**src/sfd_pkg.sv**
```systemverilog
package sfd_pkg;

   // slip framing codes
   localparam logic [7:0] CODE_END     = 8'hC0;
   localparam logic [7:0] CODE_ESC     = 8'hDB;
   localparam logic [7:0] CODE_ESC_END = 8'hDC;
   localparam logic [7:0] CODE_ESC_ESC = 8'hDD;

   // crc-16/x-25, reflected
   localparam logic [15:0] CRC_POLY  = 16'h8408;
   localparam logic [15:0] CRC_GOOD  = 16'hF0B8;
   localparam logic [15:0] CRC_RESET = 16'hFFFF;

   // header plus fcs
   localparam int MIN_FRAME_BYTES = 4;

   localparam int IDX_W = 9;

   // classified byte from the front end
   typedef struct packed {
      logic       is_end;
      logic [7:0] data;
   } token_type;

   // one result item
   typedef struct packed {
      logic             kind;
      logic [7:0]       data_byte;
      logic [IDX_W-1:0] byte_index;
      logic [IDX_W-1:0] payload_length;
      logic             crc_ok;
      logic             overflow;
   } result_type;

   function automatic logic [15:0] crc_feed(input logic [15:0] crc_in, input logic [7:0] b);
      logic [15:0] c;
      c = crc_in ^ {8'h00, b};
      for (int k = 0; k < 8; k++) begin
         if (c[0]) begin
            c = (c >> 1) ^ CRC_POLY;
         end else begin
            c = c >> 1;
         end
      end
      return c;
   endfunction

endpackage

```
**src/sfd_front.sv**
```systemverilog
module sfd_front
   import sfd_pkg::*;
(
   input  logic      clock,
   input  logic      reset,
   input  logic      in_valid,
   input  logic [7:0] in_byte,
   input  logic      q_ready,
   output logic      in_ready,
   output logic      push,
   output token_type push_token
);

   logic escape_pending_ff, escape_pending_in;
   logic accept;

   assign in_ready = q_ready;
   assign accept   = in_valid && q_ready;

   always_comb begin
      escape_pending_in = escape_pending_ff;
      push              = 1'b0;
      push_token.is_end = 1'b0;
      push_token.data   = in_byte;
      if (accept) begin
         priority if (in_byte == CODE_END) begin
            // frame close always goes to the back end, pending escape dropped
            push              = 1'b1;
            push_token.is_end = 1'b1;
            escape_pending_in = 1'b0;
         end else if (in_byte == CODE_ESC) begin
            escape_pending_in = 1'b1;
         end else begin
            push = 1'b1;
            if (escape_pending_ff) begin
               if (in_byte == CODE_ESC_END) begin
                  push_token.data = CODE_END;
               end else if (in_byte == CODE_ESC_ESC) begin
                  push_token.data = CODE_ESC;
               end
            end
            escape_pending_in = 1'b0;
         end
      end
   end

   always_ff @(posedge clock) begin
      if (reset) begin
         escape_pending_ff <= 1'b0;
      end else begin
         escape_pending_ff <= escape_pending_in;
      end
   end

endmodule

```
**src/sfd_queue.sv**
```systemverilog
module sfd_queue
   import sfd_pkg::*;
(
   input  logic      clock,
   input  logic      reset,
   input  logic      push,
   input  token_type push_token,
   output logic      push_ready,
   input  logic      pop,
   output logic      pop_valid,
   output token_type pop_token
);

   token_type  slot_ff [2];
   logic       wr_ptr_ff, rd_ptr_ff;
   logic [1:0] count_ff, count_in;

   assign push_ready = (count_ff != 2'd2);
   assign pop_valid  = (count_ff != 2'd0);
   assign pop_token  = slot_ff[rd_ptr_ff];

   always_comb begin
      count_in = count_ff;
      if (push && !pop) begin
         count_in = count_ff + 2'd1;
      end else if (pop && !push) begin
         count_in = count_ff - 2'd1;
      end
   end

   always_ff @(posedge clock) begin
      if (push) begin
         slot_ff[wr_ptr_ff] <= push_token;
      end
   end

   always_ff @(posedge clock) begin
      if (reset) begin
         wr_ptr_ff <= 1'b0;
         rd_ptr_ff <= 1'b0;
         count_ff  <= 2'd0;
      end else begin
         count_ff <= count_in;
         if (push) begin
            wr_ptr_ff <= ~wr_ptr_ff;
         end
         if (pop) begin
            rd_ptr_ff <= ~rd_ptr_ff;
         end
      end
   end

endmodule

```
**src/sfd_back.sv**
```systemverilog
module sfd_back
   import sfd_pkg::*;
#(
   parameter int MAX_FRAME = 512
) (
   input  logic        clock,
   input  logic        reset,
   input  logic        csr_we,
   input  logic [15:0] csr_wdata,
   input  logic        q_valid,
   input  token_type   q_token,
   output logic        q_pop,
   output logic        out_valid,
   input  logic        out_ready,
   output result_type  out_result
);

   localparam int CNT_W = $clog2(MAX_FRAME + 1);
   localparam int EXT_W = CNT_W + IDX_W;
   localparam logic [EXT_W-1:0] MAX_EXT = EXT_W'(MAX_FRAME);
   localparam logic [EXT_W-1:0] MIN_EXT = EXT_W'(MIN_FRAME_BYTES);

   logic [15:0]      seed_ff;
   logic [CNT_W-1:0] count_ff, count_in;
   logic [15:0]      crc_ff, crc_in;
   logic             ovf_ff, ovf_in;
   logic             valid_ff, valid_in;
   result_type       result_ff, result_in;

   logic [EXT_W-1:0] cnt_ext, len_ext;
   logic             can_load;

   assign cnt_ext  = {{IDX_W{1'b0}}, count_ff};
   assign len_ext  = cnt_ext - MIN_EXT;
   assign can_load = !valid_ff || out_ready;
   assign q_pop    = q_valid && can_load;

   assign out_valid  = valid_ff;
   assign out_result = result_ff;

   always_comb begin
      count_in  = count_ff;
      crc_in    = crc_ff;
      ovf_in    = ovf_ff;
      valid_in  = valid_ff && !out_ready;
      result_in = result_ff;
      if (q_pop) begin
         if (q_token.is_end) begin
            if (cnt_ext >= MIN_EXT) begin
               valid_in                 = 1'b1;
               result_in.kind           = 1'b1;
               result_in.data_byte      = 8'h00;
               result_in.byte_index     = '0;
               result_in.payload_length = len_ext[IDX_W-1:0];
               result_in.crc_ok         = (crc_ff == CRC_GOOD) && !ovf_ff;
               result_in.overflow       = ovf_ff;
            end
            count_in = '0;
            crc_in   = seed_ff;
            ovf_in   = 1'b0;
         end else if (cnt_ext >= MAX_EXT) begin
            ovf_in = 1'b1;
         end else begin
            crc_in = crc_feed((count_ff == '0) ? seed_ff : crc_ff, q_token.data);
            valid_in                 = 1'b1;
            result_in.kind           = 1'b0;
            result_in.data_byte      = q_token.data;
            result_in.byte_index     = cnt_ext[IDX_W-1:0];
            result_in.payload_length = '0;
            result_in.crc_ok         = 1'b0;
            result_in.overflow       = 1'b0;
            count_in                 = count_ff + CNT_W'(1);
         end
      end
   end

   always_ff @(posedge clock) begin
      result_ff <= result_in;
   end

   always_ff @(posedge clock) begin
      if (reset) begin
         seed_ff  <= CRC_RESET;
         count_ff <= '0;
         crc_ff   <= CRC_RESET;
         ovf_ff   <= 1'b0;
         valid_ff <= 1'b0;
      end else begin
         if (csr_we) begin
            seed_ff <= csr_wdata;
         end
         count_ff <= count_in;
         crc_ff   <= crc_in;
         ovf_ff   <= ovf_in;
         valid_ff <= valid_in;
      end
   end

endmodule

```
**src/slip_frame_decoder_crc16_top.sv**
```systemverilog
// a byte taken first sits in the queue, is then loaded into the result register
// and leaves from there as a result transaction
// throughput: one byte per cycle sustained; the back end drains one queued byte per cycle
// a stalled result port fills the two-entry queue, then req_tready falls
// reset: synchronous, active high; clears escape, count, overflow, queue and result valid,
// and loads the crc seed register with 0xffff
module slip_frame_decoder_crc16_top
   import sfd_pkg::*;
#(
   parameter int MAX_FRAME = 512
) (
   input  logic        clock,
   input  logic        reset,
   // configuration: crc seed
   input  logic        csr_we,
   input  logic [15:0] csr_wdata,
   // received serial bytes
   input  logic        req_tvalid,
   output logic        req_tready,
   input  logic [7:0]  req_tdata,   // [7:0] rx_byte
   // decoded results
   output logic        rsp_tvalid,
   input  logic        rsp_tready,
   output logic [31:0] rsp_tdata,   // [7:0] data_byte, [16:8] byte_index,
                                    // [25:17] payload_length, [26] crc_ok,
                                    // [27] overflow, [31:28] zero
   output logic        rsp_tuser    // [0] result_kind: 0 data byte, 1 frame end
);

   logic       front_push;
   token_type  front_token;
   logic       q_ready;
   logic       q_valid;
   token_type  q_token;
   logic       q_pop;
   result_type result;

   // front end: unescapes and classifies each transaction
   sfd_front u_front (
      .clock      (clock),
      .reset      (reset),
      .in_valid   (req_tvalid),
      .in_byte    (req_tdata),
      .q_ready    (q_ready),
      .in_ready   (req_tready),
      .push       (front_push),
      .push_token (front_token)
   );

   // short queue so each side can stall on its own
   sfd_queue u_queue (
      .clock      (clock),
      .reset      (reset),
      .push       (front_push),
      .push_token (front_token),
      .push_ready (q_ready),
      .pop        (q_pop),
      .pop_valid  (q_valid),
      .pop_token  (q_token)
   );

   // back end: frame counting, crc and the result register
   sfd_back #(
      .MAX_FRAME (MAX_FRAME)
   ) u_back (
      .clock      (clock),
      .reset      (reset),
      .csr_we     (csr_we),
      .csr_wdata  (csr_wdata),
      .q_valid    (q_valid),
      .q_token    (q_token),
      .q_pop      (q_pop),
      .out_valid  (rsp_tvalid),
      .out_ready  (rsp_tready),
      .out_result (result)
   );

   // pack result fields, highest first
   assign rsp_tdata = {4'h0, result.overflow, result.crc_ok, result.payload_length,
                       result.byte_index, result.data_byte};
   assign rsp_tuser = result.kind;

endmodule

```
**config.mk**
```make
export PLATFORM = sky130hd
export DESIGN_NAME = slip_frame_decoder_crc16_top
export DESIGN_NICKNAME = d
export VERILOG_FILES = /design/src/sfd_pkg.sv /design/src/sfd_front.sv /design/src/sfd_queue.sv /design/src/sfd_back.sv /design/src/slip_frame_decoder_crc16_top.sv
export SDC_FILE = /design/constraint.sdc
export NUM_CORES = 1
export LEC_CHECK = 0
export BUFFER_PORTS_ARGS = -buffer_cell sky130_fd_sc_hd__buf_2
export CORE_ASPECT_RATIO = 1.75
export CORE_MARGIN = 3
export CORE_UTILIZATION = 55
export CTS_CLUSTER_DIAMETER = 60
export CTS_CLUSTER_SIZE = 25
export DETAILED_ROUTE_END_ITERATION = 12
export PLACE_DENSITY = 0.77
export SKIP_LAST_GASP = 1
export SLEW_MARGIN = 20
export SYNTH_ARGS = -nofsm -noshare
export SYNTH_HDL_FRONTEND = slang
export SYNTH_SLANG_ARGS = --single-unit
export TNS_END_PERCENT = 30
```
**constraint.sdc**
```tcl
create_clock -name clock -period 10.56 [get_ports clock]
set_input_delay 0 -clock clock [delete_from_list [all_inputs] [get_ports clock]]
set_output_delay 0 -clock clock [all_outputs]
set_load 0.03 [all_outputs]
```
; After elaboration in Yosys (flattened, before gate mapping)
; Memories as Yosys holds them, arrays and structs flattened. A register that Yosys moved wholly into a read port is not among the register bits.
; Cells that the tools add are included.
[classes]
addsub = 4
n_lt_le_gt_ge = 2
n_eq_ne = 8
mux = 61
bitwise_logic = 11
n_reduce_logical = 19
[op_table]
columns = op, n
row1 = $mux 16, 32
row2 = $mux 29, 3
row3 = $mux 8, 5
row4 = $eq 8x8->1 const B, 4
row5 = $not 2->3, 8
row6 = $mux 10, 2
row7 = $eq 16x16->1 const B, 1
row8 = $mux 1, 16
row9 = $xor 16x8->16, 1
row10 = $add 10x1->10 const B, 1
row11 = $ge 10x10->1 const B, 1
row12 = $ge 10x3->1 const B, 1
row13 = $logic_not 10->1, 1
row14 = $mux 9, 1
row15 = $sub 9x3->9 const B, 1
row16 = $logic_and 1x1->1, 6
row17 = $reduce_bool 2->1, 3
row18 = $logic_not 1->1, 5
row19 = $mux 2, 2
row20 = $ne 2x2->1 const B, 2
row21 = $reduce_and 2->1, 2
row22 = $reduce_and 3->1, 1
row23 = $add 2x1->2 const B, 1
row24 = $ne 2x1->1 const B, 1
row25 = 3 further kinds, 4
[word_totals]
register_bits = 78
mem_bits_rw = 18
out_inout_bits = 35
mem_count = 1
[memory_table]
columns = memory, words, width, read_ports, rd_clocked_by_memory_dff, write_ports, line_no
row1 = u_queue.slot_ff, 2, 9, 1, 1, 1, sfd_queue.sv:14  ; token_type slot_ff [2];

; Depth between registers and ports, before layout
[depth]
word_depth = 42
mapped_depth = 10
mapped_depth_nobuf = 8

; Hierarchy
; Synthesis repeated with hierarchy kept, for this count alone.
[unflattened]
cells_unflattened = 450
hier_area_um2 = 4842.1
[by_module_without_submodules]
columns = mod, n_inst, cells_each, area_per_inst_um2, seq_area_each_um2
row1 = sfd_back, 1, 371, 3749.8, 1751.7
row2 = sfd_queue, 1, 50, 854.6, 640.6
row3 = sfd_front, 1, 24, 203.9, 20.0
row4 = slip_frame_decoder_crc16_top, 1, 5, 33.8, 0.0

; Worst setup path before layout
; No wires, ideal clock.
[synth_timing]
kind = reg-to-reg
start = reg (tool-made name)
end = reg u_back.result_ff (netlist bit u_back.out_result[0]) (enable)
setup_time_ps = 426
t_arrival_ps = 2878
t_required_ps = 10134
setup_slack_ps = 7255
path_stages_with_launch = 7
period_less_slack_ps = 3305
path_cell_list = dfxtp_1 > buf_2 > mux2i_1 > inv_2 > o221ai_1 > clkbuf_1 > a21oi_1
[synth_rtl]
columns = item, line_no
row1 = to (signal assigned), sfd_back.sv:78  ; result_ff <= result_in;
row2 = to (decl), sfd_back.sv:28  ; result_type result_ff, result_in;

==> qor_table.md <==
| Metric | Value | Unit |
|:---|:---|:---|
| Number of remaining DRC errors | 0 | - |
| Sw frac | 0.396 | - |
| Ys flop type | sky130_fd_sc_hd__dfxtp_1 | - |
| Final non-filler cell total | 645 | - |
| Minimum clock period after layout | 3.19 | ns |
| Die boundary width | 77.3 | um |
| Cell type with the highest aggregate area in the netlist | sky130_fd_sc_hd__edfxtp_1 | - |
| Largest net degree at the start of global routing | 44 | - |
| Reg clk slew, reported paths | 0.06 | ns |
| Average wire length per cell after detail routing | 17.9 | um |
| Insertion delay of the later-clocked pin in the worst-skew pair | 0.35 | ns |
| Via count normalized by instance count | 5.89 | - |
| Final Max Slew Viols | 0 | - |
| Vias in the first global route | 3705 | - |
| Detailed-route via count | 3797 | - |
| Count of endpoints failing setup in the final report | 0 | - |
| Unrepaired setup endpoints after global routing | false | - |
| Root buffer cell | sky130_fd_sc_hd__clkbuf_16 | - |
| Clock network fraction of design power | 0.210 | - |
| Largest cells by area after synthesis | sky130_fd_sc_hd__edfxtp_1, sky130_fd_sc_hd__dfxtp_1, sky130_fd_sc_hd__mux2i_1, sky130_fd_sc_hd__nor2_1, sky130_fd_sc_hd__nand2_1 | - |
| Crit Path Class | reg2reg | - |
| Warning count from the yosys run | 0 | - |
| Fraction of layout cells with a size suffix above 1 | 0.204 | - |
| Cell Pwr Density | 286 | nW/um2 |
| Cell area after placement | 5200 | um2 |
| Worst Skew | 0.00604 | ns |
| Number of unique standard cell types used by synthesis | 64 | - |
| Detailed router's first-iteration violation count | 232 | - |
| #FFs+latches synth | 97 | - |
| Combined area of all synthesized cells | 4890 | um2 |
| Core area | 8480 | um2 |
| Buffer and inverter count on the worst path | 4 | - |
| Sequential cell fraction of total power | 0.347 | - |
| Routability-driven placement congestion ratio | 0.966 | - |
| Critical path's largest stage delay | 0.74 | ns |
| IR drop worst, VDD | 0.000152 | V |
| Launching element type of the critical path | register | - |
| Most common library cells after synthesis | sky130_fd_sc_hd__dfxtp_1, sky130_fd_sc_hd__edfxtp_1, sky130_fd_sc_hd__nor2_1 | - |
| Average footprint of a synthesized cell | 10.6 | um2 |
| Proportion of register bits with asynchronous set or reset after synthesis | 0 | - |
| Final clock period utilization by the worst path | 0.302 | - |
| Total grt overflow | 0 | - |
| Cells resized by post-CTS repair | 0 | - |
| Clock buffer depth | 2 | - |
| Cell-internal power | 0.000996 | W |
| Max-capacitance violation count | 0 | - |
| Reported net switching power | 0.000653 | W |
| Number of enable-type register cells in the synthesized netlist | 47 | - |
| Max Clk Rate | 313 | MHz |
| Static Leakage | 2.29 | nW |
| Fill cell instance count of the final layout | 687 | - |
| Logic pwr share | 0.443 | - |
| DRT antenna net count | 0 | - |
| Layout-stage area growth over the synthesis result | 17.8 | % |
| Reg2reg setup slack | 7.37 | ns |
| XOR/XNOR Fraction of Synth Area | 0.0640 | - |
| Final core occ | 0.679 | - |
| Ports | 64 | - |
| Area enclosed by the die boundary | 10100 | um2 |
| Sequential fraction of the synthesis area | 0.494 | - |
| Worst max-slew margin expressed relative to the limit | 0.431 | - |
| Number of cells in the design after placement | 606 | - |
| Level count of the clock H-tree | 3 | - |
| Critical path data required time | 10.60 | ns |
| Num CTS Buffers | 9 | - |
| Post-synthesis compound-gate area fraction | 0.108 | - |
| Simple-gate share of the synthesized area | 0.187 | - |
| CP Capture Type | register | - |
| Clock tree from TritonCTS | yes | - |
| Crit-path leading delay family | buffers and inverters | - |
| Post-Synthesis Cells | 459 | - |
| Total routing resource utilization after global routing | 0.241 | - |
| Count of endpoints failing hold in the final timing report | 0 | - |
| Final #Nets | 561 | - |
| Core Rows | 44 | - |
| Setup repair bufs after CTS | 0 | - |
| CTS hold repair buffers | 23 | - |
| Critical Path Fanout Max | 43 | - |
| Run status | finished clean | - |
| Antenna violations before repair | 0 | - |
| Final instance area | 5760 | um2 |
| Starting Density | 0.576 | - |
| Die Y | 131 | um |
| Count of buffers inserted at the top-level ports | 59 | - |
| Least-Margin Pin Slew | 0.847 | ns |
| HP Class | in2reg | - |
| Cell-by-cell trace of the critical path | mux2i_4 -> buf_4 -> inv_2 -> o221ai_1 -> buf_4 -> a21oi_2 -> buf_4 | - |
| Worst path arrival time | 3.23 | ns |
| Number of sinks handled by clock tree synthesis | 97 | - |
| Dpl hpwl | 8180 | um |
| Combinational family with the most area after synthesis | simple AND/OR/NAND/NOR gates | - |
| Count leader, synth | sky130_fd_sc_hd__dfxtp_1 | - |
| Total power after layout | 0.00165 | W |
| Setup_tns | 0 | ns |
| Most frequent cell on the critical path | sky130_fd_sc_hd__buf_4 | - |
| Antenna diode instance count | 0 | - |
| Area share of the largest cell type after synthesis | 0.289 | - |
| Drt first pass iters | 4 | - |
| Area share of fa/ha/maj cells after synthesis | 0.0179 | - |
| Total detailed-routing wirelength | 11600 | um |
| Cell at the slowest stage of the critical path | sky130_fd_sc_hd__dfxtp_1 | - |
| Proportion of synthesized area in mux cells | 0.0799 | - |
| Global-route wire length before repair | 18600 | um |
## sequential cells by signal (all words and copies together) (netlist names), named ones only
signal                     count
u_back.count_ff               10
u_front.escape_pending_ff      1
u_queue.rd_ptr_ff              1
u_queue.count_ff               2
u_back.crc_ff                 16
u_back.out_result             29
u_queue.slot_ff               18
u_back.seed_ff                16
u_queue.wr_ptr_ff              1
u_back.ovf_ff                  1
u_back.out_valid               1
## placed cells by master (no fill, tap or decap), types with 11 or more instances in the layout
cell type	synthesis	final
sky130_fd_sc_hd__a211oi_1	11	11
sky130_fd_sc_hd__a21oi_1	24	23
sky130_fd_sc_hd__and2_1	13	13
sky130_fd_sc_hd__buf_2	8	59
sky130_fd_sc_hd__dfxtp_1	50	50
sky130_fd_sc_hd__dlygate4sd3_1	0	23
sky130_fd_sc_hd__edfxtp_1	47	47
sky130_fd_sc_hd__inv_1	13	13
sky130_fd_sc_hd__mux2i_1	30	29
sky130_fd_sc_hd__nand2_1	34	34
sky130_fd_sc_hd__nor2_1	46	46
sky130_fd_sc_hd__xnor2_1	14	14
sky130_fd_sc_hd__xor2_1	11	11
## power by group through the flow
stage	sequential (W)	combinational [W]	clock [W]
final	0.000572	0.000731	0.000346
after global routing	0.000582	0.000793	0.000364
after CTS	0.000571	0.000725	0.000352
after detailed placement	0.000578	0.000713	0
after global placement	0.000574	0.000699	0
after floorplan	0.000628	0.000493	0
## through the flow
| stage | worst slack (ns) | hold WS (ns) |
|---|---|---|
| 6_report | 7.37 | 0.0417 |
| 5_1_grt | 7.12 | 0.0610 |
| 4_1_cts | 7.35 | 0.0135 |
| 3_5_place_dp | 7.38 | 0.208 |
| 3_3_place_gp | 7.50 | 0.201 |
| 2_1_floorplan | 7.26 | 0.127 |
## logic make-up (layout without fill, tap and decap cells)
| logic type | Yosys count | count (layout) |
|---|---|---|
| AND/OR/NAND/NOR | 161 | 161 |
| adder cells (fa/ha/maj) | 7 | 7 |
| XOR/XNOR | 30 | 30 |
| AO/OA/AOI/OAI | 76 | 76 |
| multiplexers | 38 | 38 |
| other | 1 | 4 |
| flip-flops | 97 | 97 |
| buffers and inverters | 49 | 117 |
## area by class of cell
type	count	area (um2)	area share
Inverter	15	56.3	0.00978
Clock inverter	7	92.6	0.0161
Tap cell	115	144	0.0250
Multi-Input combinational cell	316	2270	0.394
Clock buffer	9	225	0.0391
Sequential cell	97	2410	0.419
Timing Repair Buffer	86	556	0.0965
## metal layers
metal / wire (um) / share of wire / GRT usage
met1: 4140 / 0.36 / 0.244
met4: 603 / 0.052 / 0.144
met2: 6250 / 0.54 / 0.444
met5: 0 / 0 / 0
met3: 565 / 0.049 / 0.0590
## tightest hold or removal path, stage by stage
cell,delay (ns)
sky130_fd_sc_hd__buf_2,0.12
sky130_fd_sc_hd__nor4_1,0.09
sky130_fd_sc_hd__nand2_1,0.07
sky130_fd_sc_hd__a21oi_1,0.05
## path summary, 6_finish.rpt
check                           cells past startpoint                        end                 startpoint
worst max-delay path                                7       u_back.out_result[9]                   register
worst min-delay path                                4  u_front.escape_pending_ff               req_tdata[2]
worst max register to register                      7       u_back.out_result[9]                   register
worst min register to register                      2  u_front.escape_pending_ff  u_front.escape_pending_ff
No activity file was read; power rests on OpenSTA's default activity.
